<file path="config.mk">
export PLATFORM = sky130hd
export DESIGN_NAME = cfp_crc_serial
export DESIGN_NICKNAME = d
export VERILOG_FILES = /design/src/hdl/cfp_pkg.sv /design/src/hdl/cfp_crc_serial.sv
export SDC_FILE = /design/constraint.sdc
export NUM_CORES = 1
export LEC_CHECK = 0
export BUFFER_PORTS_ARGS = -buffer_cell sky130_fd_sc_hd__buf_2
export CORE_MARGIN = 2
export CORE_UTILIZATION = 25
export DETAILED_ROUTE_END_ITERATION = 10
export PLACE_DENSITY = 0.47
export SLEW_MARGIN = 40
export SYNTH_ARGS = -nofsm -noshare
export SYNTH_HDL_FRONTEND = slang
export SYNTH_SLANG_ARGS = --single-unit
</file>
<file path="constraint.sdc">
create_clock -name clk_i -period 1.65 [get_ports clk_i]
set_input_delay 0.33 -clock clk_i [delete_from_list [all_inputs] [get_ports clk_i]]
set_output_delay 0.33 -clock clk_i [all_outputs]
set_load 0.05 [all_outputs]
</file>
<file path="src/hdl/cfp_pkg.sv">
// ----------------------------------------------------------------------------
// cfp_pkg
// Shared constants and types for the CRC checked frame parser.
// ----------------------------------------------------------------------------
package cfp_pkg;

  localparam int unsigned STORE_BYTES = 32;
  localparam int unsigned STORE_AW    = $clog2(STORE_BYTES);
  localparam int unsigned LEN_W       = STORE_AW;
  localparam int unsigned CNT_W       = $clog2(STORE_BYTES + 1);

  localparam int unsigned BYTE_W      = 8;
  localparam int unsigned IDX_W       = 5;
  localparam int unsigned CFG_IDX_W   = 1;
  localparam int unsigned CRC_W       = 16;
  localparam int unsigned BITCNT_W    = 4;

  localparam logic [BYTE_W-1:0]    HDR_FIRST  = 8'h55;
  localparam logic [BYTE_W-1:0]    HDR_SECOND = 8'hAA;
  localparam logic [CRC_W-1:0]     CRC_INIT   = 16'hFFFF;
  localparam logic [CRC_W-1:0]     CRC_POLY   = 16'hA001;
  localparam logic [BITCNT_W-1:0]  CRC_BITS   = 4'd8;

  localparam logic [CFG_IDX_W-1:0] CFG_DEVICE_ID_HIGH = 1'b0;
  localparam logic [CFG_IDX_W-1:0] CFG_DEVICE_ID_LOW  = 1'b1;

  typedef struct packed {
    logic              feed;
    logic              init;
    logic [BYTE_W-1:0] data;
  } crc_ctrl_t;

endpackage

</file>
<file path="src/hdl/cfp_crc_serial.sv">
// ----------------------------------------------------------------------------
// cfp_crc_serial
// Bit-serial CRC-16/MODBUS: one data bit per cycle, LSB first.
// ----------------------------------------------------------------------------
module cfp_crc_serial import cfp_pkg::*; (
  input  logic             clk_i,
  input  logic             rst_ni,
  input  crc_ctrl_t        ctrl_i,
  output logic             busy_o,
  output logic [CRC_W-1:0] crc_o
);

  logic [CRC_W-1:0]    crc_q, crc_d;
  logic [BYTE_W-1:0]   sh_q, sh_d;
  logic [BITCNT_W-1:0] cnt_q, cnt_d;
  logic                fb;

  assign fb = crc_q[0] ^ sh_q[0];

  always_comb begin
    crc_d = crc_q;
    sh_d  = sh_q;
    cnt_d = cnt_q;
    if (ctrl_i.feed) begin
      sh_d  = ctrl_i.data;
      cnt_d = CRC_BITS;
      if (ctrl_i.init) begin
        crc_d = CRC_INIT;
      end
    end else if (cnt_q != '0) begin
      crc_d = {1'b0, crc_q[CRC_W-1:1]} ^ (fb ? CRC_POLY : '0);
      sh_d  = {1'b0, sh_q[BYTE_W-1:1]};
      cnt_d = cnt_q - 1'b1;
    end
  end

  always_ff @(posedge clk_i or negedge rst_ni) begin
    if (!rst_ni) begin
      crc_q <= CRC_INIT;
      cnt_q <= '0;
    end else begin
      crc_q <= crc_d;
      cnt_q <= cnt_d;
    end
  end

  always_ff @(posedge clk_i) begin
    sh_q <= sh_d;
  end

  assign busy_o = (cnt_q != '0);
  assign crc_o  = crc_q;

endmodule
</file>
==> metrics.md <==
| Metric | Value |
|---|---|
| Type of the most critical hold path | primary input to flop |
| Post-Synthesis Cells | 79 |
| Int Power | 1680 uW |
| Total routed wirelength | 2360 um |
| DR pass1 iterations | 2 |
| Buffers added on ports | 28 |
| Slowest CP cell | dfrtp_1 |
| Register area | 761 sq um |
| Reg-to-reg slack, setup | -170 ps |
| Fin util | 0.337 |
| Vias per inst | 4.57 |
| Fin. max-slew vios | 0 |
| Sequential share of power | 0.405 |
| Unrepaired setup endpoints after global routing | true |
| Setup slack after layout | -220 ps |
| CTS tree | built |
| #FFs+latches synth | 28 |
| Largest net degree at the start of global routing | 21 |
| Drt wl/cell | 13.6 um |
| Total Power | 2610 uW |
| Clock root cell | clkbuf_8 |
| Critical path's largest stage delay | 390 ps |
| Initial Utilization | 0.256 |
| Worst Setup End Kind | output port |
| Pleak | 0.000623 uW |
| WS Path Type | flop to output port |
| Normalized max-slew margin | 0.692 |
| Most frequent cells in the layout | 27 x buf_2, 16 x dfstp_2, 10 x o22a_1, 8 x buf_4, 8 x edfxtp_1 |
| Clk_lat worst skew | 280 ps |
| Commonest non-fill, non-tap cell in the layout | buf_2 |
| Clock network power share | 0.181 |
| Final Net Count | 133 |
| Status | finished with violations |
| N_diodes | 0 |
| Largest area contributor in the netlist | dfstp_2 |
| CP delay by family, top | flip-flops |
| Clk buf depth | 2 |
| Fillers | 480 |
| Die H | 73.1 um |
| FMAX | 535 MHz |
| CP Max Fanout | 2 |
| Cell area after synthesis | 1190 sq um |
| Layout cell share with drive strength beyond 1 | 0.655 |
| Syn nets | 92 |
| Buf/Inv on CP | 3 |
| Final GP Congestion | 0.721 |
| Drt drc | 0 |
| Setup violators final | 26 |
| Area fraction of the dominant cell type after synthesis | 0.352 |
| Cell row count | 25 |
| Placed insts | 164 |
| Failing checks | negative setup slack |
| Starting DRT DRC Count | 24 |
| WHS | 351 ps |
| Seq/Total Area, Yosys | 0.637 |
| WHS Path Cells | 2 |
| Peak VDD IR | 780 uV |
| Reg-to-reg startpoint | cnt_q[1]$_DFFE_PN0P_ |
| Arr. time, crit path | 1540 ps |
| Reg clk slew, reported paths | 90 ps |
| Via count | 790 |
| Area contributors post-synth | dfstp_2 35%, edfxtp_1 20%, dfrtp_1 8.4% |
| Non-Filler Instances | 173 |
| Initial antenna violation count | 0 |
| Worst Skew | 4.94 ps |
| GRT overflow | 0 |
| Yosys warning count | 0 |
| Reg2reg path depth | 6 |
| Switching power | 938 uW |
| CTS Buf Count | 3 |
| Post-route clock period utilization | 1.13 |
| Reg-to-reg endpoint | crc_o[0]$_DFFE_PN1P_ |
| Area of the multi-input gates | 413 sq um |
| Max Cap Viol | 0 |
| Detailed Place HPWL | 1600 um |
| Total GRT Usage | 0.0953 |
| Worst min-delay path startpoint | ctrl_i[7] |
| Clock sink count | 28 |
| Sw Share | 0.359 |
| CORE AREA | 4660 sq um |
| Hold Crit Endpoint | sh_q[7]$_SDFFCE_PN0P_ |
| Post-DRT Antenna Nets | 0 |
| Top-Level Pins | 29 |
| Worst slack, placed | -70.2 ps |
| Post-synthesis cell type count | 26 |
| Worst slew pin tran | 462 ps |
| Vias in the first global route | 810 |
| Startpoint types | flop |
| Comb pwr share | 0.414 |
| P&R area growth vs syn | 31.3% |
| Number of H-tree levels | 1 |
| Die ar. | 5350 sq um |
| Final Hold Fails | 0 |
| Worst EP required | 1320 ps |
| Worst-path cell chain | inv_1 -> ha_2 -> or3b_4 -> buf_6 -> buf_8 |
| Chip width | 73.1 um |
| Pwr per Cell Area | 1670 nW/um^2 |
| Synth Area per Inst | 15.1 sq um |
| First-pass GRT wire length | 3820 um |
| Tmin final | 1870 ps |
-- power by group through the flow --
stage	clock (uW)	combinational, uW	sequential (uW)
final	474	1080	1060
after global routing	526	1160	1080
after CTS	503	1070	1060
after detailed placement	0	980	1070
after global placement	0	959	1070
after floorplan	0	444	1360
-- final cells by class --
type | instances | share of cell area
Sequential cell | 28 | 0.485
Timing Repair Buffer | 40 | 0.162
Inverter | 2 | 0.00478
Clock buffer | 4 | 0.0423
Multi-Input combinational cell | 45 | 0.263
Tap cell | 54 | 0.0431
-- sequential cells by signal, summed over array words and instances (netlist names) --
signal / flops
crc_o: 16
cnt_q: 4
sh_q: 8
-- worst reg2reg max path, stage by stage (launching register included) --
cell	delay, ps
dfrtp_1	390
inv_1	60
ha_2	160
or3b_4	380
buf_4	160
mux2_4	320
o221a_2	280
-- layer usage --
metal	GRT usage	routed length, um	vias up
met2	0.162	1120	28
met3	0.0387	176	3
met1	0.114	1040	381
met5	0	0	-
li1	-	-	378
met4	0.0185	15	0
-- metrics by stage --
| stage | area [sq um] | setup TNS (ps) |
|---|---|---|
| floorplan | 1200 | -3190 |
| detailed placement | 1420 | -192 |
| global placement | 1420 | -39.6 |
| CTS | 1560 | -1210 |
| global route | 1570 | -3080 |
| finish | 1570 | -1490 |
-- how the worst max path moves through the flow --
stage | cells past startpoint | from | end | slack, ps
after floorplan | 7 | cnt_q[0]$_DFFE_PN0P_ | crc_o[10]$_DFFE_PN1P_ | -170
after global placement | 5 | cnt_q[1]$_DFFE_PN0P_ | crc_o[0]$_DFFE_PN1P_ | -40
after detailed placement | 5 | cnt_q[0]$_DFFE_PN0P_ | crc_o[0]$_DFFE_PN1P_ | -70
after CTS | 5 | cnt_q[1]$_DFFE_PN0P_ | busy_o | -220
after global routing | 5 | cnt_q[1]$_DFFE_PN0P_ | busy_o | -280
final | 5 | cnt_q[1]$_DFFE_PN0P_ | busy_o | -220
-- cell families after synthesis --
kind of cell	synth area share
compound gates	0.148
fa+ha+maj	0.0105
xor+xnor	0.0367
buf+inv	0.0408
mux	0.0785
flops	0.637
simple gates	0.0492
-- cell usage after synthesis (all sizes together) --
| cell type | number |
|---|---|
| a2111o | 1 |
| and2 | 1 |
| or2 | 1 |
| ha | 1 |
| nand2 | 1 |
| buf | 4 |
| nor2 | 4 |
| a211o | 1 |
| edfxtp | 8 |
| nor3 | 1 |
| or3 | 1 |
| clkbuf | 1 |
| o22a | 15 |
| or3b | 1 |
| dfrtp | 4 |
| xnor2 | 2 |
| inv | 2 |
| a211oi | 1 |
| xor2 | 3 |
| dfstp | 16 |
| mux2 | 8 |
| o221a | 1 |
| or2b | 1 |
-- repair_timing --
| action | in CTS | in global routing |
|---|---|---|
| hold buffers | 1 | 0 |
| pin swaps | 0 | 1 |
| gates resized for setup | 7 | 3 |
| buffers inserted | 3 | 0 |
| setup endpoints to repair | 12 | 27 |
| gates cloned | 1 | 0 |
| hold endpoints to repair | 4 | 0 |
Note: power is estimated with default switching activity, not from simulation.
