==> config.mk <==
export PLATFORM = sky130hd
export DESIGN_NAME = cfp_ram
export DESIGN_NICKNAME = d
export VERILOG_FILES = /design/src/hdl/cfp_ram.sv
export SDC_FILE = /design/constraint.sdc
export NUM_CORES = 1
export LEC_CHECK = 0
export ABC_AREA = 1
export ABC_CLOCK_PERIOD_IN_PS = 1600
export BUFFER_PORTS_ARGS = -buffer_cell sky130_fd_sc_hd__clkbuf_2
export CAP_MARGIN = 0
export CORE_AREA = 2 2 168 170
export DETAILED_ROUTE_END_ITERATION = 12
export DIE_AREA = 0 0 170 172
export GPL_TIMING_DRIVEN = 0
export SYNTH_ARGS = -nofsm -noshare
export SYNTH_HDL_FRONTEND = slang
export SYNTH_SLANG_ARGS = --single-unit
==> constraint.sdc <==
create_clock -name clk_i -period 1.6 [get_ports clk_i]
set_clock_uncertainty 0.1 [all_clocks]
set_input_delay 0 -clock clk_i [delete_from_list [all_inputs] [get_ports clk_i]]
set_output_delay 0 -clock clk_i [all_outputs]
set_load 0.02 [all_outputs]
==> src/hdl/cfp_ram.sv <==
// ----------------------------------------------------------------------------
// cfp_ram
// Generic single write port RAM with one registered read port.
// ----------------------------------------------------------------------------
module cfp_ram #(
  parameter int unsigned WIDTH = 8,
  parameter int unsigned DEPTH = 32
) (
  input  logic                     clk_i,
  input  logic                     we_i,
  input  logic [$clog2(DEPTH)-1:0] waddr_i,
  input  logic [WIDTH-1:0]         wdata_i,
  input  logic                     re_i,
  input  logic [$clog2(DEPTH)-1:0] raddr_i,
  output logic [WIDTH-1:0]         rdata_o
);

  logic [WIDTH-1:0] mem_q [DEPTH];
  logic [WIDTH-1:0] rdata_q;

  always_ff @(posedge clk_i) begin
    if (we_i) begin
      mem_q[waddr_i] <= wdata_i;
    end
    if (re_i) begin
      rdata_q <= mem_q[raddr_i];
    end
  end

  assign rdata_o = rdata_q;

endmodule

==> results.json, run 1 <==
{
  "drive_above_1_share": 0.116,
  "drtIter0Drc": 767,
  "numClockSinks": 264,
  "die_h_um": 172,
  "hold_viol": 0,
  "antenna_left": 0,
  "synth.cell_area_um2": 10900,
  "io_buffers": 25,
  "cts_tree": "yes",
  "gp_congestion": 0.899,
  "intPower_mw": 11.6,
  "syn_inst": 922,
  "outcome": "finished, final reports clean",
  "cts_buffers": 28,
  "fin_crit_sh": 0.943,
  "multi_input_area_um2": 2490,
  "yosysSeqAreaShare": 0.730,
  "slowest_delay_ps": 370,
  "cap_violations": 0,
  "syn2layout_area_growth_pct": 13.6,
  "ff2ff_setup_slack_ps": 90,
  "clk_pin_slew_ps": 60,
  "power_frac_seq": 0.517,
  "cp.required_ps": 1780,
  "final.min_clock_period_ps": 1510,
  "power_density_nw_per_um2": 1210,
  "diodes": 0,
  "antenna_found_initial": 0,
  "cts_resized": 0,
  "die-area_um2": 29200,
  "tightest_slew_ps": 968,
  "syn_nets": 943,
  "endpoint_kind": "flip-flop",
  "grt_busiest_layer": "met2",
  "vdd_drop_max_v": 0.000754,
  "finalMaxSlewViolations": 0,
  "finalNonFillerCells": 1346,
  "switching_share": 0.224,
  "synth_top_area_share": 0.730,
  "seq_area_um2": 7930,
  "crit_type": "flip-flop to flip-flop",
  "synth_top_cell_by_area": "edfxtp_1",
  "dpl.cell_count": 1293,
  "path_max_fanout": 1,
  "dpl.hpwl_mm": 17.9,
  "min-delay-start": "waddr_i[2]",
  "final_util": 0.449,
  "fmaxAchievable_mhz": 663,
  "nNetsFinal": 1001,
  "clock_latency_ps": 540,
  "arrival_ps": 1690,
  "io_pins": 29,
  "final.setup.tns_ps": 0,
  "core-area_um2": 27500,
  "grt_use_total": 0.191,
  "startpoint_type": "flip-flop",
  "initial_core_util": 0.395,
  "firstDrtPassIters": 7,
  "r2r_start": "mem_q[5][2]",
  "whs_ps": 44.0,
  "fill_cells": 2543,
  "grt_pass1_wl_mm": 40.9,
  "syn_avg_cell_area_um2": 11.8,
  "grt_max_degree": 33,
  "grt_pass1_vias": 6717,
  "wl_per_cell_um": 20.2,
  "setup_violations": 0,
  "crit_chain": "nand2_1, nand3_1, nand3_1, nand2_1, nand2_1, nand2_1, nand2_1, nand2_1",
  "rows": 61,
  "root_buffer": "clkbuf_16",
  "rsz0062_at_grt": "false",
  "crit_top_cell": "nand2_1",
  "viasPerCell": 5.21,
  "relSlewSlack": 0.352,
  "synth-seq-cells": 264,
  "switching_power_mw": 3.36,
  "die_w_um": 170,
  "crit_start": "mem_q[5][2]",
  "drc": 0,
  "netlist_top_cells_area": "edfxtp_1 73%, nand2_1 12%, nand3_1 9.4%, buf_6 2.5%, nor2_1 1.1%",
  "grt_use_met3": 0.0224,
  "synthDistinctLibCells": 11,
  "post_cts_buffers": 0,
  "cts.htree.levels": 1,
  "yosysWarnings": 0,
  "vias": 7009,
  "wirelength_mm": 27.2,
  "overflow": 0,
  "comb_power_share": 0.068,
  "cts_buffer_depth": 3,
  "power.leakage_nw": 4.57,
  "hold_class": "primary input to flip-flop",
  "met2_usage": 0.311,
  "crit_path_top_delay_cell": "edfxtp_1",
  "pwr-share-clk": 0.414,
  "grt_use_met1": 0.272
}
layer usage:
layer	wire, µm	part of all wire
met1	12100	0.45
met3	1860	0.068
met5	0	0
met4	712	0.026
met2	12500	0.46
Yosys cell counts:
library cell,count
inv_1,8
edfxtp_1,264
buf_2,15
inv_2,2
clkbuf_1,7
buf_6,24
nor2_1,32
nand2_1,360
buf_1,2
buf_4,4
nand3_1,204
worst max-delay path: cells and delay by family (launching register included):
family / cells / cell delay (ps)
and+or+nand+nor: 8 / 780
DFF: 1 / 370
path summary, 6_finish.rpt:
kind / to / cells after the start
setup / recovery: rdata_o[2] / 8
hold / removal: mem_q[22][0] / 3
setup reg to reg: rdata_o[2] / 8
hold reg to reg: rdata_o[7] / 8
kinds of logic (layout without fill, tap and decap cells):
group	Yosys count	after routing	synth area share
DFF	264	264	0.730
buffers and inverters	62	140	0.0411
and+or+nand+nor	596	596	0.229
final cells by class:
class | instances | area share
Buffer | 52 | 0.0331
Clock buffer | 30 | 0.0591
Clock inverter | 20 | 0.0132
Inverter | 10 | 0.00304
Multi-Input combinational cell | 596 | 0.202
Sequential cell | 264 | 0.642
Tap cell | 346 | 0.0351
Timing Repair Buffer | 28 | 0.0126
flip-flops by register name (all words and copies together), names as in the netlist:
register	count
mem_q	256
rdata_o	8
what timing repair did:
item,CTS,global route
hold buffers,3,0
endpoints found under the hold margin,16,0
endpoints found under the setup margin,0,0
per-stage QoR:
stage | area [µm²] | worst slack, ps | total power [mW]
after detailed placement | 11400 | -368 | 8.90
after floorplan | 10900 | 466 | 8.46
after CTS | 12300 | 88.0 | 15.1
after global routing | 12300 | 12.6 | 15.4
after global placement | 11400 | -380 | 8.89
final | 12300 | 91.6 | 15.0
cell usage in the layout (no fill, tap or decap), drive strengths merged:
master / n
edfxtp: 264
nand3: 204
nand2: 360
clkinv: 13
clkinvlp: 5
clkbuf: 62
dlygate4sd3: 3
buf: 45
bufinv: 2
inv: 10
nor2: 32
power by group through the flow:
stage               sequential, mW  clock [mW]  combinational [mW]
floorplan                     7.91           0               0.554
global placement              7.89           0               0.997
detailed placement            7.89           0                1.01
CTS                           7.74        6.29                1.02
global route                  7.75        6.55                1.13
finish                        7.74        6.20                1.02
Power figures use the tool's default switching activity.
==> run 2, diff against run 1 <==
BUFFER_PORTS_ARGS = unset   (was -buffer_cell sky130_fd_sc_hd__clkbuf_2)
CAP_MARGIN = unset   (was 0)
DONT_BUFFER_PORTS = 1   (was unset)
PLACE_DENSITY = 0.56   (was unset)
==> results.json, run 2 (synthesized netlist as in run 1, its figures left out) <==
{
  "post_cts_buffers": 0,
  "antenna_left": 0,
  "antenna_found_initial": 0,
  "crit_buf_inv": 2,
  "startpoint_type": "primary input",
  "power_frac_seq": 0.531,
  "syn2layout_area_growth_pct": 14.9,
  "cp.required_ps": 1660,
  "initial_core_util": 0.395,
  "crit_type": "primary input to flip-flop",
  "nNetsFinal": 1002,
  "viasPerCell": 5.20,
  "crit_chain": "inv_1, dlygate4sd3_1, nand3_1, nor2_1",
  "largest_reg_flops": 256,
  "wl_per_cell_um": 21.0,
  "path_delay_family": "simple AND/OR/NAND/NOR gates",
  "vdd_drop_max_v": 0.000793,
  "cts_tree": "yes",
  "fill_cells": 2522,
  "switching_power_mw": 3.36,
  "clk_pin_slew_ps": 60,
  "power.leakage_nw": 4.56,
  "switching_share": 0.230,
  "diodes": 0,
  "cap_violations": 0,
  "grt_pass1_wl_mm": 41.3,
  "cts.htree.levels": 1,
  "crit_path_top_delay_cell": "nor2_1",
  "drtIter0Drc": 657,
  "firstDrtPassIters": 6,
  "core-area_um2": 27500,
  "wirelength_mm": 28.2,
  "cts_buffer_depth": 3,
  "outcome": "finished, final reports clean",
  "comb_power_share": 0.072,
  "mostFrequentLayoutCells": "360 x nand2_1, 264 x edfxtp_1, 203 x nand3_1",
  "hold_class": "primary input to flip-flop",
  "dpl.hpwl_mm": 18.3,
  "endpoint_kind": "flip-flop",
  "fmaxAchievable_mhz": 636,
  "final.min_clock_period_ps": 1570,
  "overflow": 0,
  "largest_register": "mem_q",
  "intPower_mw": 11.2,
  "pwr-share-clk": 0.397,
  "vias": 6989,
  "drive_above_1_share": 0.0871,
  "numClockSinks": 264,
  "tightest_slew_ps": 1060,
  "grt_pass1_vias": 6629,
  "arrival_ps": 1630,
  "cts_buffers": 28,
  "clock_latency_ps": 570,
  "io_buffers": 0,
  "path_max_fanout": 8,
  "setup_violations": 0,
  "slowest_delay_ps": 790,
  "power_density_nw_per_um2": 1170,
  "final_util": 0.454,
  "fin_crit_sh": 0.982,
  "grt_max_degree": 33,
  "relSlewSlack": 0.291,
  "die-area_um2": 29200,
  "io_pins": 29,
  "grt_use_total": 0.195,
  "layout_setup_ws_ps": 28.4,
  "finalMaxSlewViolations": 0,
  "die_w_um": 170,
  "final_common_cell": "nand2_1",
  "hold_viol": 0,
  "gp_congestion": 0.894,
  "die_h_um": 172,
  "rows": 61,
  "whs_ps": 139,
  "drc": 0,
  "rsz0062_at_grt": "false",
  "root_buffer": "clkbuf_16",
  "pre_cts_ws_ps": -306
}
run 2: repair_timing:
| action | in CTS | in global routing |
|---|---|---|
| hold buffers | 29 | 0 |
| resized for setup | 0 | 1 |
| setup endpoints to repair | 0 | 1 |
| endpoints found under the hold margin | 514 | 0 |
run 2: final cells by class:
class                      count  area, µm²  share of cell area
sequential                   264       7930               0.635
tap                          346        433              0.0347
timing repair buffer          29        370              0.0297
inverter                      10       37.5             0.00301
clock buffer                  36        731              0.0585
multi-input combinational    596       2500               0.200
buffer                        52        409              0.0328
clock inverter                12       78.8             0.00631
run 2: stage by stage:
stage | setup TNS (ps) | power (mW) | instances | cell area (µm²)
finish | 0 | 14.6 | 1345 | 12500
global route | 0 | 15.1 | 1345 | 12500
CTS | 0 | 14.7 | 1345 | 12500
detailed placement | -11030 | 8.74 | 1268 | 11300
global placement | -9260 | 8.73 | 1268 | 11300
floorplan | 0 | 8.46 | 922 | 10900
run 2: metal layers:
| layer | GRT usage | vias up | part of all wire |
|---|---|---|---|
| li1 | - | 3329 | - |
| met1 | 0.288 | 3383 | 0.46 |
| met2 | 0.304 | 232 | 0.45 |
| met3 | 0.0364 | 45 | 0.068 |
| met4 | 0.0431 | 0 | 0.022 |
| met5 | 0 | - | 0 |
run 2: path summary, 6_finish.rpt:
path / startpoint / to / slack [ps] / depth (start not counted)
setup / recovery: waddr_i[4] / mem_q[3][1] / 30 / 4
hold / removal: we_i / mem_q[28][0] / 140 / 2
setup reg to reg: mem_q[28][4] / rdata_o[4] / 70 / 8
hold reg to reg: mem_q[0][6] / rdata_o[6] / 810 / 8
run 2: power by group through the flow:
stage               Sequential (mW)  Combinational [mW]  Clock [mW]
detailed placement             7.91               0.826           0
global placement               7.91               0.822           0
finish                         7.76                1.05        5.79
global route                   7.77                1.14        6.17
CTS                            7.76                1.04        5.87
floorplan                      7.91               0.554           0
==> run 3, diff against run 2 <==
ABC_CLOCK_PERIOD_IN_PS = 1900   (was 1600)
clock period = 1.9 ns   (was 1.6 ns; I/O delays follow)
==> results.json, run 3 (synthesized netlist as in run 1, its figures left out) <==
{
  "die_w_um": 170,
  "tightest_slew_ps": 1060,
  "antenna_found_initial": 1,
  "drive_above_1_share": 0.0894,
  "met2WireLength_mm": 12.8,
  "grt_use_total": 0.196,
  "hold_class": "primary input to flip-flop",
  "overflow": 0,
  "intPower_mw": 9.47,
  "cap_violations": 0,
  "crit_top_cell": "dlygate4sd3_1",
  "final.setup.tns_ps": -757,
  "viasPerCell": 5.19,
  "topRoutingLayerUsed": "met4",
  "clk_pin_slew_ps": 60,
  "largest_register": "mem_q",
  "dpl.cell_count": 1268,
  "dr_wl_met3_mm": 1.86,
  "violations": "negative setup slack",
  "crit_type": "primary input to flip-flop",
  "power_density_nw_per_um2": 988,
  "final_common_cell": "nand2_1",
  "switching_share": 0.230,
  "pwr-share-clk": 0.397,
  "comb_power_share": 0.072,
  "finalMaxSlewViolations": 0,
  "die-area_um2": 29200,
  "wirelength_mm": 28.2,
  "numClockSinks": 264,
  "startpoint_type": "primary input",
  "power_frac_seq": 0.531,
  "wl_met1_mm": 12.9,
  "switching_power_mw": 2.83,
  "outcome": "complete, but fails checks",
  "grt_pass1_wl_mm": 41.4,
  "post_cts_buffers": 0,
  "wl_per_cell_um": 21.0,
  "vdd_drop_max_v": 0.000664,
  "drc": 0,
  "cts.htree.levels": 1,
  "gp_congestion": 0.894,
  "whs_ps": 39.4,
  "drtIter0Drc": 697,
  "io_pins": 29,
  "initial_core_util": 0.395,
  "cp.required_ps": 1990,
  "die_h_um": 172,
  "core-area_um2": 27500,
  "grt_max_degree": 33,
  "finalNonFillerCells": 1342,
  "dpl.hpwl_mm": 18.3,
  "firstDrtPassIters": 5,
  "largest_reg_flops": 256,
  "syn2layout_area_growth_pct": 14.6,
  "path_max_fanout": 8,
  "clock_latency_ps": 570,
  "io_buffers": 0,
  "setup_violations": 24,
  "final_util": 0.453,
  "mostFrequentLayoutCells": "360 x nand2_1, 264 x edfxtp_1, 204 x nand3_1",
  "grt_pass1_vias": 6616,
  "fill_cells": 2522,
  "layout_setup_ws_ps": -52.9,
  "cts_buffers": 28,
  "endpoint_kind": "flip-flop",
  "relSlewSlack": 0.293,
  "final.min_clock_period_ps": 1950,
  "cts_buffer_depth": 3,
  "hold_viol": 0,
  "fin_crit_sh": 1.03,
  "rsz0062_at_grt": "true",
  "power.leakage_nw": 4.55,
  "crit_path_top_delay_cell": "dlygate4sd3_1",
  "slowest_delay_ps": 670,
  "arrival_ps": 2050,
  "crit_chain": "dlygate4sd3_1, nand3_1, dlygate4sd3_1, nor2_1",
  "vias": 6959,
  "antenna_left": 0,
  "rows": 61,
  "place_area_um2": 11300,
  "fin_area_um2": 12400,
  "cts_tree": "yes",
  "root_buffer": "clkbuf_16",
  "fmaxAchievable_mhz": 512,
  "nNetsFinal": 998
}
[run 3: changes by cell type in the layout (fill, tap and decap cells not counted), sizes merged]
cell and change:
dlygate4sd3 -4, diode +1
[run 3: power by group through the flow]
stage	logic, mW	clock network (mW)	registers (mW)
final	0.882	4.88	6.54
after global placement	0.692	0	6.66
after floorplan	0.467	0	6.66
after global routing	0.963	5.19	6.54
after detailed placement	0.696	0	6.66
after CTS	0.875	4.94	6.54
[run 3: path summary, 6_finish.rpt]
| kind | to | depth (start not counted) | slack (ps) | start |
|---|---|---|---|---|
| worst min register to register | rdata_o[6] | 8 | 820 | mem_q[0][6] |
| worst max register to register | rdata_o[2] | 8 | 360 | mem_q[5][2] |
| worst min-delay path | mem_q[29][0] | 2 | 40 | we_i |
| worst max-delay path | mem_q[21][4] | 4 | -50 | waddr_i[2] |
[run 3: routing by layer]
layer,up-vias,GRT usage
li1,3320,-
met2,221,0.304
met5,-,0
met3,47,0.0371
met1,3371,0.288
met4,0,0.0427
[run 3: timing repair]
action | in CTS | in global routing
endpoints found under the hold margin | 514 | 0
setup endpoints to repair | 0 | 56
gates resized for setup | 0 | 3
hold buffers | 25 | 0
[run 3: critical path: cells and delay by family]
family	cells	cell delay, ps
buffers and inverters	2	1290
AND/OR/NAND/NOR	2	760
[run 3: per-stage QoR]
step / total power, mW / setup slack, ps
after floorplan: 7.13 / 766
after global placement: 7.35 / -15.7
after detailed placement: 7.36 / -5.97
after CTS: 12.4 / 8.88
after global routing: 12.7 / -107
final: 12.3 / -52.9
[run 3: final cells by class]
cell class              count  area, µm²  share of cell area
plain buffers              52        409              0.0329
repair buffers             25        330              0.0265
multi-input cells         596       2500               0.201
diodes                      1       2.50            0.000201
flip-flops and latches    264       7930               0.637
clock inverters            12       78.8             0.00633
inverters                  10       37.5             0.00302
clock buffers              36        731              0.0587
well taps                 346        433              0.0348
